===== src/hw/rtl/linked_list_queue_manager_unit_defines.svh =====
// assertion macros shared by the linked list queue manager modules
`ifndef LINKED_LIST_QUEUE_MANAGER_UNIT_DEFINES_SVH
`define LINKED_LIST_QUEUE_MANAGER_UNIT_DEFINES_SVH

// expression must never hold while out of reset
`define LLQM_ASSERT_NEVER(label, clk, rst, expr) \
   label: assert property (@(posedge clk) disable iff (rst) !(expr)) \
      else $error("llqm assertion failed: never");

// consequent must hold in the same cycle as the antecedent
`define LLQM_ASSERT_IMPLIES(label, clk, rst, ante, cons) \
   label: assert property (@(posedge clk) disable iff (rst) (ante) |-> (cons)) \
      else $error("llqm assertion failed: implies");

// consequent must hold in the cycle after the antecedent
`define LLQM_ASSERT_NEXT(label, clk, rst, ante, cons) \
   label: assert property (@(posedge clk) disable iff (rst) (ante) |=> (cons)) \
      else $error("llqm assertion failed: next");

`endif


===== src/hw/rtl/llqm_pkg.sv =====
// shared types and constants for the linked list queue manager
`timescale 1ns / 1ps
`default_nettype none

package llqm_pkg;

   localparam int unsigned CMD_W         = 2;
   localparam int unsigned HANDLE_W      = 8;
   localparam int unsigned COUNT_W       = 9;
   localparam int unsigned MAX_POOL      = 256;
   localparam int unsigned NODES_DEFAULT = 256;

   typedef enum logic [CMD_W-1:0] {
      CMD_PUSH_BACK  = 2'd0,
      CMD_PUSH_FRONT = 2'd1,
      CMD_POP_FRONT  = 2'd2,
      CMD_QUERY      = 2'd3
   } cmd_type;

   // controller to datapath strobes
   typedef struct packed {
      logic capture;
      logic commit;
   } ctrl_cmd_type;

endpackage

`default_nettype wire


===== src/hw/rtl/llqm_req_if.sv =====
// command channel interface
`timescale 1ns / 1ps
`default_nettype none

interface llqm_req_if;
   logic                            valid;
   logic                            ready;
   logic [llqm_pkg::CMD_W-1:0]      command;
   logic [llqm_pkg::HANDLE_W-1:0]   node_handle;

   modport source (output valid, output command, output node_handle, input ready);
   modport sink   (input valid, input command, input node_handle, output ready);
endinterface

`default_nettype wire


===== src/hw/rtl/llqm_rsp_if.sv =====
// result channel interface
`timescale 1ns / 1ps
`default_nettype none

interface llqm_rsp_if;
   logic                            valid;
   logic                            ready;
   logic [llqm_pkg::HANDLE_W-1:0]   front_handle;
   logic                            is_empty;
   logic [llqm_pkg::COUNT_W-1:0]    entry_count;
   logic [llqm_pkg::HANDLE_W-1:0]   popped_handle;
   logic                            popped_valid;

   modport source (output valid, output front_handle, output is_empty, output entry_count,
                   output popped_handle, output popped_valid, input ready);
   modport sink   (input valid, input front_handle, input is_empty, input entry_count,
                   input popped_handle, input popped_valid, output ready);
endinterface

`default_nettype wire


===== src/hw/rtl/llqm_ctrl.sv =====
// controller state machine: accept, execute, hand result to output register
`timescale 1ns / 1ps
`default_nettype none

`include "linked_list_queue_manager_unit_defines.svh"

module llqm_ctrl (
   input  wire logic                   clock,
   input  wire logic                   reset,
   input  wire logic                   req_valid,
   output      logic                   req_ready,
   output      logic                   rsp_valid,
   input  wire logic                   rsp_ready,
   output      llqm_pkg::ctrl_cmd_type cmd
);

   typedef enum logic {
      ST_IDLE,
      ST_EXEC
   } state_type;

   state_type state_ff;
   logic      rsp_valid_ff;

   assign req_ready   = (state_ff == ST_IDLE);
   assign rsp_valid   = rsp_valid_ff;
   assign cmd.capture = req_valid && req_ready;
   // the output register must be free or draining before a new result lands
   assign cmd.commit  = (state_ff == ST_EXEC) && (!rsp_valid_ff || rsp_ready);

   always_ff @(posedge clock) begin
      if (reset) begin
         state_ff     <= ST_IDLE;
         rsp_valid_ff <= 1'b0;
      end else begin
         case (state_ff)
            ST_IDLE: begin
               if (cmd.capture) begin
                  state_ff <= ST_EXEC;
               end
            end
            ST_EXEC: begin
               if (cmd.commit) begin
                  state_ff <= ST_IDLE;
               end
            end
            default: begin
               state_ff <= ST_IDLE;
            end
         endcase
         if (cmd.commit) begin
            rsp_valid_ff <= 1'b1;
         end else if (rsp_ready) begin
            rsp_valid_ff <= 1'b0;
         end
      end
   end

   `LLQM_ASSERT_NEVER(a_no_overlap, clock, reset, cmd.capture && cmd.commit)
   `LLQM_ASSERT_NEXT(a_capture_exec, clock, reset, cmd.capture, state_ff == ST_EXEC)
   `LLQM_ASSERT_NEXT(a_commit_shows, clock, reset, cmd.commit, rsp_valid_ff)

endmodule

`default_nettype wire


===== src/hw/rtl/llqm_dp.sv =====
// datapath: head, tail, count, link memory and result register
`timescale 1ns / 1ps
`default_nettype none

`include "linked_list_queue_manager_unit_defines.svh"

module llqm_dp #(
   parameter int unsigned POOL = llqm_pkg::MAX_POOL
) (
   input  wire logic                          clock,
   input  wire logic                          reset,
   input  wire llqm_pkg::ctrl_cmd_type        cmd,
   input  wire logic [llqm_pkg::CMD_W-1:0]    command,
   input  wire logic [llqm_pkg::HANDLE_W-1:0] node_handle,
   output      logic [llqm_pkg::HANDLE_W-1:0] front_handle,
   output      logic                          is_empty,
   output      logic [llqm_pkg::COUNT_W-1:0]  entry_count,
   output      logic [llqm_pkg::HANDLE_W-1:0] popped_handle,
   output      logic                          popped_valid
);

   localparam int unsigned IDX_W  = (POOL > 1) ? $clog2(POOL) : 1;
   localparam int unsigned HW     = llqm_pkg::HANDLE_W;
   localparam int unsigned CW     = llqm_pkg::COUNT_W;
   localparam logic [CW-1:0] POOL_C = CW'(POOL);

   logic [HW-1:0]        link_mem [POOL];

   logic [HW-1:0]        head_ff, head_in;
   logic [HW-1:0]        tail_ff, tail_in;
   logic [CW-1:0]        count_ff, count_in;
   llqm_pkg::cmd_type    cmd_ff;
   logic [HW-1:0]        node_ff;
   logic [HW-1:0]        rdata_ff;

   logic [HW-1:0]        front_ff, popped_ff;
   logic                 empty_ff, popped_valid_ff;
   logic [CW-1:0]        entry_ff;

   logic                 can_push;
   logic                 mem_we;
   logic [IDX_W-1:0]     mem_waddr;
   logic [HW-1:0]        mem_wdata;
   logic [HW-1:0]        popped_in;
   logic                 popped_valid_in;

   assign can_push = ({1'b0, node_ff} < POOL_C) && (count_ff < POOL_C);

   always_comb begin
      head_in         = head_ff;
      tail_in         = tail_ff;
      count_in        = count_ff;
      mem_we          = 1'b0;
      mem_waddr       = tail_ff[IDX_W-1:0];
      mem_wdata       = node_ff;
      popped_in       = '0;
      popped_valid_in = 1'b0;
      case (cmd_ff)
         llqm_pkg::CMD_PUSH_BACK: begin
            if (can_push) begin
               if (count_ff != '0) begin
                  mem_we = 1'b1;
               end else begin
                  head_in = node_ff;
               end
               tail_in  = node_ff;
               count_in = count_ff + CW'(1);
            end
         end
         llqm_pkg::CMD_PUSH_FRONT: begin
            if (can_push) begin
               if (count_ff != '0) begin
                  mem_we    = 1'b1;
                  mem_waddr = node_ff[IDX_W-1:0];
                  mem_wdata = head_ff;
               end else begin
                  tail_in = node_ff;
               end
               head_in  = node_ff;
               count_in = count_ff + CW'(1);
            end
         end
         llqm_pkg::CMD_POP_FRONT: begin
            if (count_ff != '0) begin
               popped_in       = head_ff;
               popped_valid_in = 1'b1;
               count_in        = count_ff - CW'(1);
               // last node out leaves head and tail as they were
               if (count_in != '0) begin
                  head_in = rdata_ff;
               end
            end
         end
         llqm_pkg::CMD_QUERY: begin
         end
         default: begin
         end
      endcase
   end

   // successor of the head is fetched during the accept cycle
   always_ff @(posedge clock) begin
      if (cmd.commit && mem_we) begin
         link_mem[mem_waddr] <= mem_wdata;
      end
      if (cmd.capture) begin
         rdata_ff <= link_mem[head_ff[IDX_W-1:0]];
      end
   end

   always_ff @(posedge clock) begin
      if (cmd.capture) begin
         cmd_ff  <= llqm_pkg::cmd_type'(command);
         node_ff <= node_handle;
      end
      if (cmd.commit) begin
         front_ff        <= (count_in != '0) ? head_in : '0;
         empty_ff        <= (count_in == '0);
         entry_ff        <= count_in;
         popped_ff       <= popped_in;
         popped_valid_ff <= popped_valid_in;
      end
   end

   always_ff @(posedge clock) begin
      if (reset) begin
         head_ff  <= '0;
         tail_ff  <= '0;
         count_ff <= '0;
      end else if (cmd.commit) begin
         head_ff  <= head_in;
         tail_ff  <= tail_in;
         count_ff <= count_in;
      end
   end

   assign front_handle  = front_ff;
   assign is_empty      = empty_ff;
   assign entry_count   = entry_ff;
   assign popped_handle = popped_ff;
   assign popped_valid  = popped_valid_ff;

   `LLQM_ASSERT_NEVER(a_count_bound, clock, reset, count_ff > POOL_C)
   `LLQM_ASSERT_NEXT(a_pop_decrements, clock, reset,
      cmd.commit && (cmd_ff == llqm_pkg::CMD_POP_FRONT) && (count_ff != '0),
      count_ff == $past(count_ff) - CW'(1))
   `LLQM_ASSERT_NEXT(a_idle_holds, clock, reset, !cmd.commit,
      $stable(count_ff) && $stable(head_ff) && $stable(tail_ff))

endmodule

`default_nettype wire


===== src/hw/rtl/linked_list_queue_manager_unit.sv =====
// top level of the linked list queue manager
//
//  channel   dir  handshake      payload
//  req_chan  in   valid/ready    command[1:0], node_handle[7:0]
//  rsp_chan  out  valid/ready    front_handle, is_empty, entry_count,
//                                popped_handle, popped_valid
//
// each transaction has an accept step (link memory read at the head),
// then an execute step (list update and result register load)
// the link memory read for the successor of the head happens in the accept step
// a new command is accepted while the previous result waits in the output register
// a stalled result holds execution of the next command until it is taken
// reset clears head, tail, count and control; the link memory is not cleared
`timescale 1ns / 1ps
`default_nettype none

module linked_list_queue_manager_unit #(
   parameter int unsigned NODES = llqm_pkg::NODES_DEFAULT
) (
   input  wire logic   clock,
   input  wire logic   reset,
   llqm_req_if.sink    req_chan,
   llqm_rsp_if.source  rsp_chan
);

   localparam int unsigned POOL =
      (NODES < llqm_pkg::MAX_POOL) ? NODES : llqm_pkg::MAX_POOL;

   llqm_pkg::ctrl_cmd_type cmd;

   llqm_ctrl u_ctrl (
      .clock     (clock),
      .reset     (reset),
      .req_valid (req_chan.valid),
      .req_ready (req_chan.ready),
      .rsp_valid (rsp_chan.valid),
      .rsp_ready (rsp_chan.ready),
      .cmd       (cmd)
   );

   llqm_dp #(
      .POOL (POOL)
   ) u_dp (
      .clock         (clock),
      .reset         (reset),
      .cmd           (cmd),
      .command       (req_chan.command),
      .node_handle   (req_chan.node_handle),
      .front_handle  (rsp_chan.front_handle),
      .is_empty      (rsp_chan.is_empty),
      .entry_count   (rsp_chan.entry_count),
      .popped_handle (rsp_chan.popped_handle),
      .popped_valid  (rsp_chan.popped_valid)
   );

endmodule

`default_nettype wire


===== src/flat_wrapper.sv =====
// flat-port wrapper written by rule: the top's interface ports become plain ports
module linked_list_queue_manager_unit_flat 
#(
   parameter int unsigned NODES = llqm_pkg::NODES_DEFAULT
)
  (clock, reset, req_chan_valid, req_chan_command, req_chan_node_handle, req_chan_ready, rsp_chan_valid, rsp_chan_front_handle, rsp_chan_is_empty, rsp_chan_entry_count, rsp_chan_popped_handle, rsp_chan_popped_valid, rsp_chan_ready);
  llqm_req_if req_chan_i ();
  llqm_rsp_if rsp_chan_i ();
  input  wire logic clock;
  input  wire logic reset;
  input wire logic [$bits(req_chan_i.valid)-1:0] req_chan_valid;
  input wire logic [$bits(req_chan_i.command)-1:0] req_chan_command;
  input wire logic [$bits(req_chan_i.node_handle)-1:0] req_chan_node_handle;
  output wire logic [$bits(req_chan_i.ready)-1:0] req_chan_ready;
  output wire logic [$bits(rsp_chan_i.valid)-1:0] rsp_chan_valid;
  output wire logic [$bits(rsp_chan_i.front_handle)-1:0] rsp_chan_front_handle;
  output wire logic [$bits(rsp_chan_i.is_empty)-1:0] rsp_chan_is_empty;
  output wire logic [$bits(rsp_chan_i.entry_count)-1:0] rsp_chan_entry_count;
  output wire logic [$bits(rsp_chan_i.popped_handle)-1:0] rsp_chan_popped_handle;
  output wire logic [$bits(rsp_chan_i.popped_valid)-1:0] rsp_chan_popped_valid;
  input wire logic [$bits(rsp_chan_i.ready)-1:0] rsp_chan_ready;
  assign req_chan_i.valid = req_chan_valid;
  assign req_chan_i.command = req_chan_command;
  assign req_chan_i.node_handle = req_chan_node_handle;
  assign req_chan_ready = req_chan_i.ready;
  assign rsp_chan_valid = rsp_chan_i.valid;
  assign rsp_chan_front_handle = rsp_chan_i.front_handle;
  assign rsp_chan_is_empty = rsp_chan_i.is_empty;
  assign rsp_chan_entry_count = rsp_chan_i.entry_count;
  assign rsp_chan_popped_handle = rsp_chan_i.popped_handle;
  assign rsp_chan_popped_valid = rsp_chan_i.popped_valid;
  assign rsp_chan_i.ready = rsp_chan_ready;
  linked_list_queue_manager_unit #(.NODES(NODES)) u_core (.clock(clock), .reset(reset), .req_chan(req_chan_i), .rsp_chan(rsp_chan_i));
endmodule

===== config.mk =====
export PLATFORM = sky130hd
export DESIGN_NAME = linked_list_queue_manager_unit_flat
export DESIGN_NICKNAME = d
export VERILOG_FILES = /design/src/hw/rtl/llqm_pkg.sv /design/src/hw/rtl/llqm_req_if.sv /design/src/hw/rtl/llqm_rsp_if.sv /design/src/hw/rtl/llqm_ctrl.sv /design/src/hw/rtl/llqm_dp.sv /design/src/hw/rtl/linked_list_queue_manager_unit.sv /design/src/flat_wrapper.sv
export VERILOG_INCLUDE_DIRS = /design/src /design/src/hw/rtl
export SDC_FILE = /design/constraint.sdc
export NUM_CORES = 2
export LEC_CHECK = 0
export BUFFER_PORTS_ARGS = -buffer_cell sky130_fd_sc_hd__buf_2
export CELL_PAD_IN_SITES_DETAIL_PLACEMENT = 1
export CELL_PAD_IN_SITES_GLOBAL_PLACEMENT = 1
export CORE_ASPECT_RATIO = 1.1
export CORE_MARGIN = 4
export CORE_UTILIZATION = 41
export DETAILED_ROUTE_END_ITERATION = 6
export HOLD_SLACK_MARGIN = 0.05
export PLACE_DENSITY_LB_ADDON = 0.1
export SLEW_MARGIN = 20
export SYNTH_ARGS = -nofsm -noshare
export SYNTH_HDL_FRONTEND = slang
export SYNTH_SLANG_ARGS = --single-unit

===== constraint.sdc =====
create_clock -name clock -period 24.9 [get_ports clock]
set_input_delay 4.98 -clock clock [delete_from_list [all_inputs] [get_ports clock]]
set_output_delay 4.98 -clock clock [all_outputs]
set_load 0.02 [all_outputs]

==> results.txt <==
The max-capacitance violation count came out at 0. The analysis attributes to cell leakage a power of 27.9 nW. Yosys printed 0 warnings.

The number of distinct library cells after synthesis is 67, and the layout cell share with drive strength beyond 1 is 21.8%. For the total via count in the routed design, the log shows 41,900. After synthesis, the share of flip-flops with an asynchronous set or reset is 0%.

After Yosys synthesis, and, or, nand and nor cells account for 3.22% of the synthesized area. Leaving out fill and tap cells, the most frequent cell in the layout is edfxtp_1. The final design utilization was 46.6%.

The post-synthesis cell type with the largest combined area was edfxtp_1. Number of global-route vias before repair: 43,700. TritonCTS built the clock tree. The library cells used most frequently in the layout, excluding fill and tap cells, are edfxtp_1, mux4_2, nor2_1.

The synthesized netlist net count is 4,155, and the pin count of the biggest net entering global routing is 137. Summing the areas of all compound-gate instances in the mapped netlist gives 4.24% of the synthesized area. The first global-routing pass estimated 351,000 µm of wire. Across every metal layer, demand over resource in global routing totals 23.7%. Averaged over all synthesized cells, the footprint is 20.1 µm². Most used flip-flop cell after synthesis: edfxtp_1. Of the total synthesized cell area, the portion taken by XOR and XNOR cells is 0.0739%.

The setup path with the least slack is of type primary input to flip-flop. The run finished with clean final reports. The per-cell via count in the routed design is 5.88. The max-slew violation count came out at 0. The tree is rooted in a clkbuf_16. The worst path needs 7520 ps of the cycle, external delays included. The classification of the worst-slack hold path was flip-flop to flip-flop. CTS saw 2,120 sinks.

The final wirelength was 249,000 µm; the number of detailed-route iterations in the first pass was 5. The initial utilization of the core area, before any placement, comes to 41.4%. For the arrival time of data at the critical path endpoint, the log shows 7980 ps. By area, the combinational part of the netlist is dominated by multiplexers. In this run, post-CTS repair resized a total of 0 instances. Clock skew on the completed layout was measured at 36.1 ps.

After detailed routing, the average wire length per cell comes to 35.0 µm. For the pin with the worst max-slew slack, the measured transition is 1160 ps. Sequential cells were found to cover 76.4% of the synthesized design area. For the residual overflow from global routing, the log shows 0.

For the initial antenna violation count, the log shows 17. At the later pin of the worst-skew pair, clock insertion delay measures 860 ps. The number of non-filler instances in the completed layout is 7,117. The vertical die dimension came out at 480 µm.

In this run the worst path has a maximum fanout of 13. In this run the remaining antenna-violating nets after routing total 0. The number of hold buffers added after CTS was 0.

The number of register bits inferred by synthesis is 2,120. The number of nets in the finished design was 4,248; the final design area excluding fillers was 0.0934 mm². The final hold violation count was 0; the layout overhead on the synthesized area was 12.5%. Of the available clock period, the critical path in the final layout requires 30.2%. Setup total negative slack: 0 ps.

After clock tree synthesis, the setup repair step added 0 buffers. The core region is 0.201 mm². The post-detailed-placement cell area is 0.0861 mm², and the post-CTS clock slew at the launch and capture registers of the worst setup and hold paths is 60 ps. The cell area that synthesis handed to floorplanning was 0.0830 mm².

The floorplan step defined a die boundary enclosing 0.210 mm². By area the synthesized netlist is led by edfxtp_1, mux4_2, mux2i_1, nor2_1, a22oi_1. 43 I/O pins were placed. Yosys mapped a number of flops with a built-in enable equal to 2,093.

Row generation in the floorplan step produced 172 rows. The type of element launching the critical path was a primary input. The tools report the worst ir drop on vdd as 0.0791 mV. In this run the biggest area consumer among cell types represents 75.7% of the synthesized area. The maximum number of buffers from clock root to sink was 3; the worst slack on hold paths was 515 ps. Counting the buffers created by CTS gives 211. For this run, the top clock speed supported by timing is 133 MHz. The die is 437 µm wide. Setup repair after global routing left no endpoint under its margin.

At the worst endpoint, the required time is 25,360 ps. Buffers placed on the I/O ports in this run total 42. The power density of the placed cells is 85.2 mW/mm², and the number of standard cells after synthesis is 4,138.

After detailed routing, the number of remaining DRC violations is 0. In this run, the number of DRC markers left after iteration 0 of detailed routing was 4,716. The headroom to the max-slew limit is 22.0%.

The tools report the endpoint kind of the worst setup timing path as a flip-flop. The logs give 4 for the H-tree depth and 151,000 µm for the half-perimeter wire length after detailed placement. Of the post-synthesis cell area, the part taken by muxes is 14.1%. The number of placed instances, taps included, is 6,715. Of the total synthesized cell area, the portion taken by full adders, half adders and majority gates is 0.0452%.

Setup violations remaining at the end of the flow were counted as 0. Routability-driven placement finished with a final weighted congestion of 0.817.
cell families after synthesis:
group           count (synthesis)
simple gates                  600
mux                           626
xor+xnor                        7
flops                        2120
buf+inv                       274
compound gates                508
fa+ha+maj                       3
cell usage after synthesis, drive strengths merged (7+ instances only):
cell type and n:
nand2 91, mux4 430, nand3 15, a22oi 133, mux2 23, and3 7, nor4 18, a21oi 116
edfxtp 2093, mux2i 173, a2111oi 7, o21ai 56, nand3b 10, o32ai 13, and2 16, o221ai 52
nor3 54, nor2b 14, inv 13, nor2 334, nand2b 18, o22ai 28, a221oi 18, buf 164
a31oi 8, a211oi 22, a22o 20, a21o 7, dfxtp 27, clkbuf 97
final cells by class:
cell class	count	area, µm²
Antenna cell	6	15.0
Inverter	13	48.8
Multi-Input combinational cell	1744	18200
Clock buffer	263	5650
Clock inverter	133	1570
Sequential cell	2120	63400
Timing Repair Buffer	141	1050
Fill cell	18300	107000
Tap cell	2697	3370
metrics by stage:
step,worst slack [ps],power (mW)
floorplan,11250,4.45
global placement,16600,4.73
detailed placement,16530,4.73
CTS,17460,8.03
global route,17190,8.22
finish,17380,7.96
flip-flops by register name, indices dropped and copies added (netlist names):
| register | count |
|---|---|
| u_core.u_dp.node_ff | 8 |
| u_core.u_dp.front_handle | 8 |
| u_core.u_dp.popped_valid | 1 |
| u_core.u_dp.head_ff | 8 |
| u_core.u_dp.cmd_ff | 2 |
| u_core.u_dp.count_ff | 9 |
| u_core.u_dp.tail_ff | 8 |
| u_core.u_ctrl.rsp_valid | 1 |
| u_core.u_dp.link_mem | 2048 |
| u_core.u_ctrl.state_ff | 1 |
| u_core.u_dp.rdata_ff | 8 |
| u_core.u_dp.entry_count | 9 |
| u_core.u_dp.popped_handle | 8 |
| u_core.u_dp.is_empty | 1 |
metal layers:
metal / global-route usage [%] / share of wire (%) / vias up
li1: - / - / 17300
met1: 33.3 / 43 / 22700
met2: 38.8 / 49 / 1488
met3: 3.35 / 5.6 / 325
met4: 6.86 / 2.8 / 2
met5: 0 / 0.0052 / -
where the power goes:
part | switching (mW) | internal, mW | leakage (nW)
clock | 1.37 | 1.94 | 3.52
sequential | 0.0183 | 4.00 | 19.1
combinational | 0.447 | 0.172 | 5.25
worst max-delay path, stage by stage:
cell,delay [ps]
buf_2,70
nand2b_1,120
nand2_1,340
inv_2,240
nand4_1,130
nor2_1,340
nand2_1,670
buf_4,500
nor2_1,560
worst paths after layout:
check                    startpoint                          to  slack, ps  cells past startpoint
max                  rsp_chan_ready  u_core.u_dp.link_mem[6][5]      17380                      9
min          u_core.u_dp.tail_ff[0]      u_core.u_dp.tail_ff[0]        520                      2
max reg2reg  u_core.u_dp.head_ff[0]     u_core.u_dp.rdata_ff[3]      18530                      9
min reg2reg  u_core.u_dp.tail_ff[0]      u_core.u_dp.tail_ff[0]        520                      2
No activity file was read; power rests on OpenSTA's default activity.
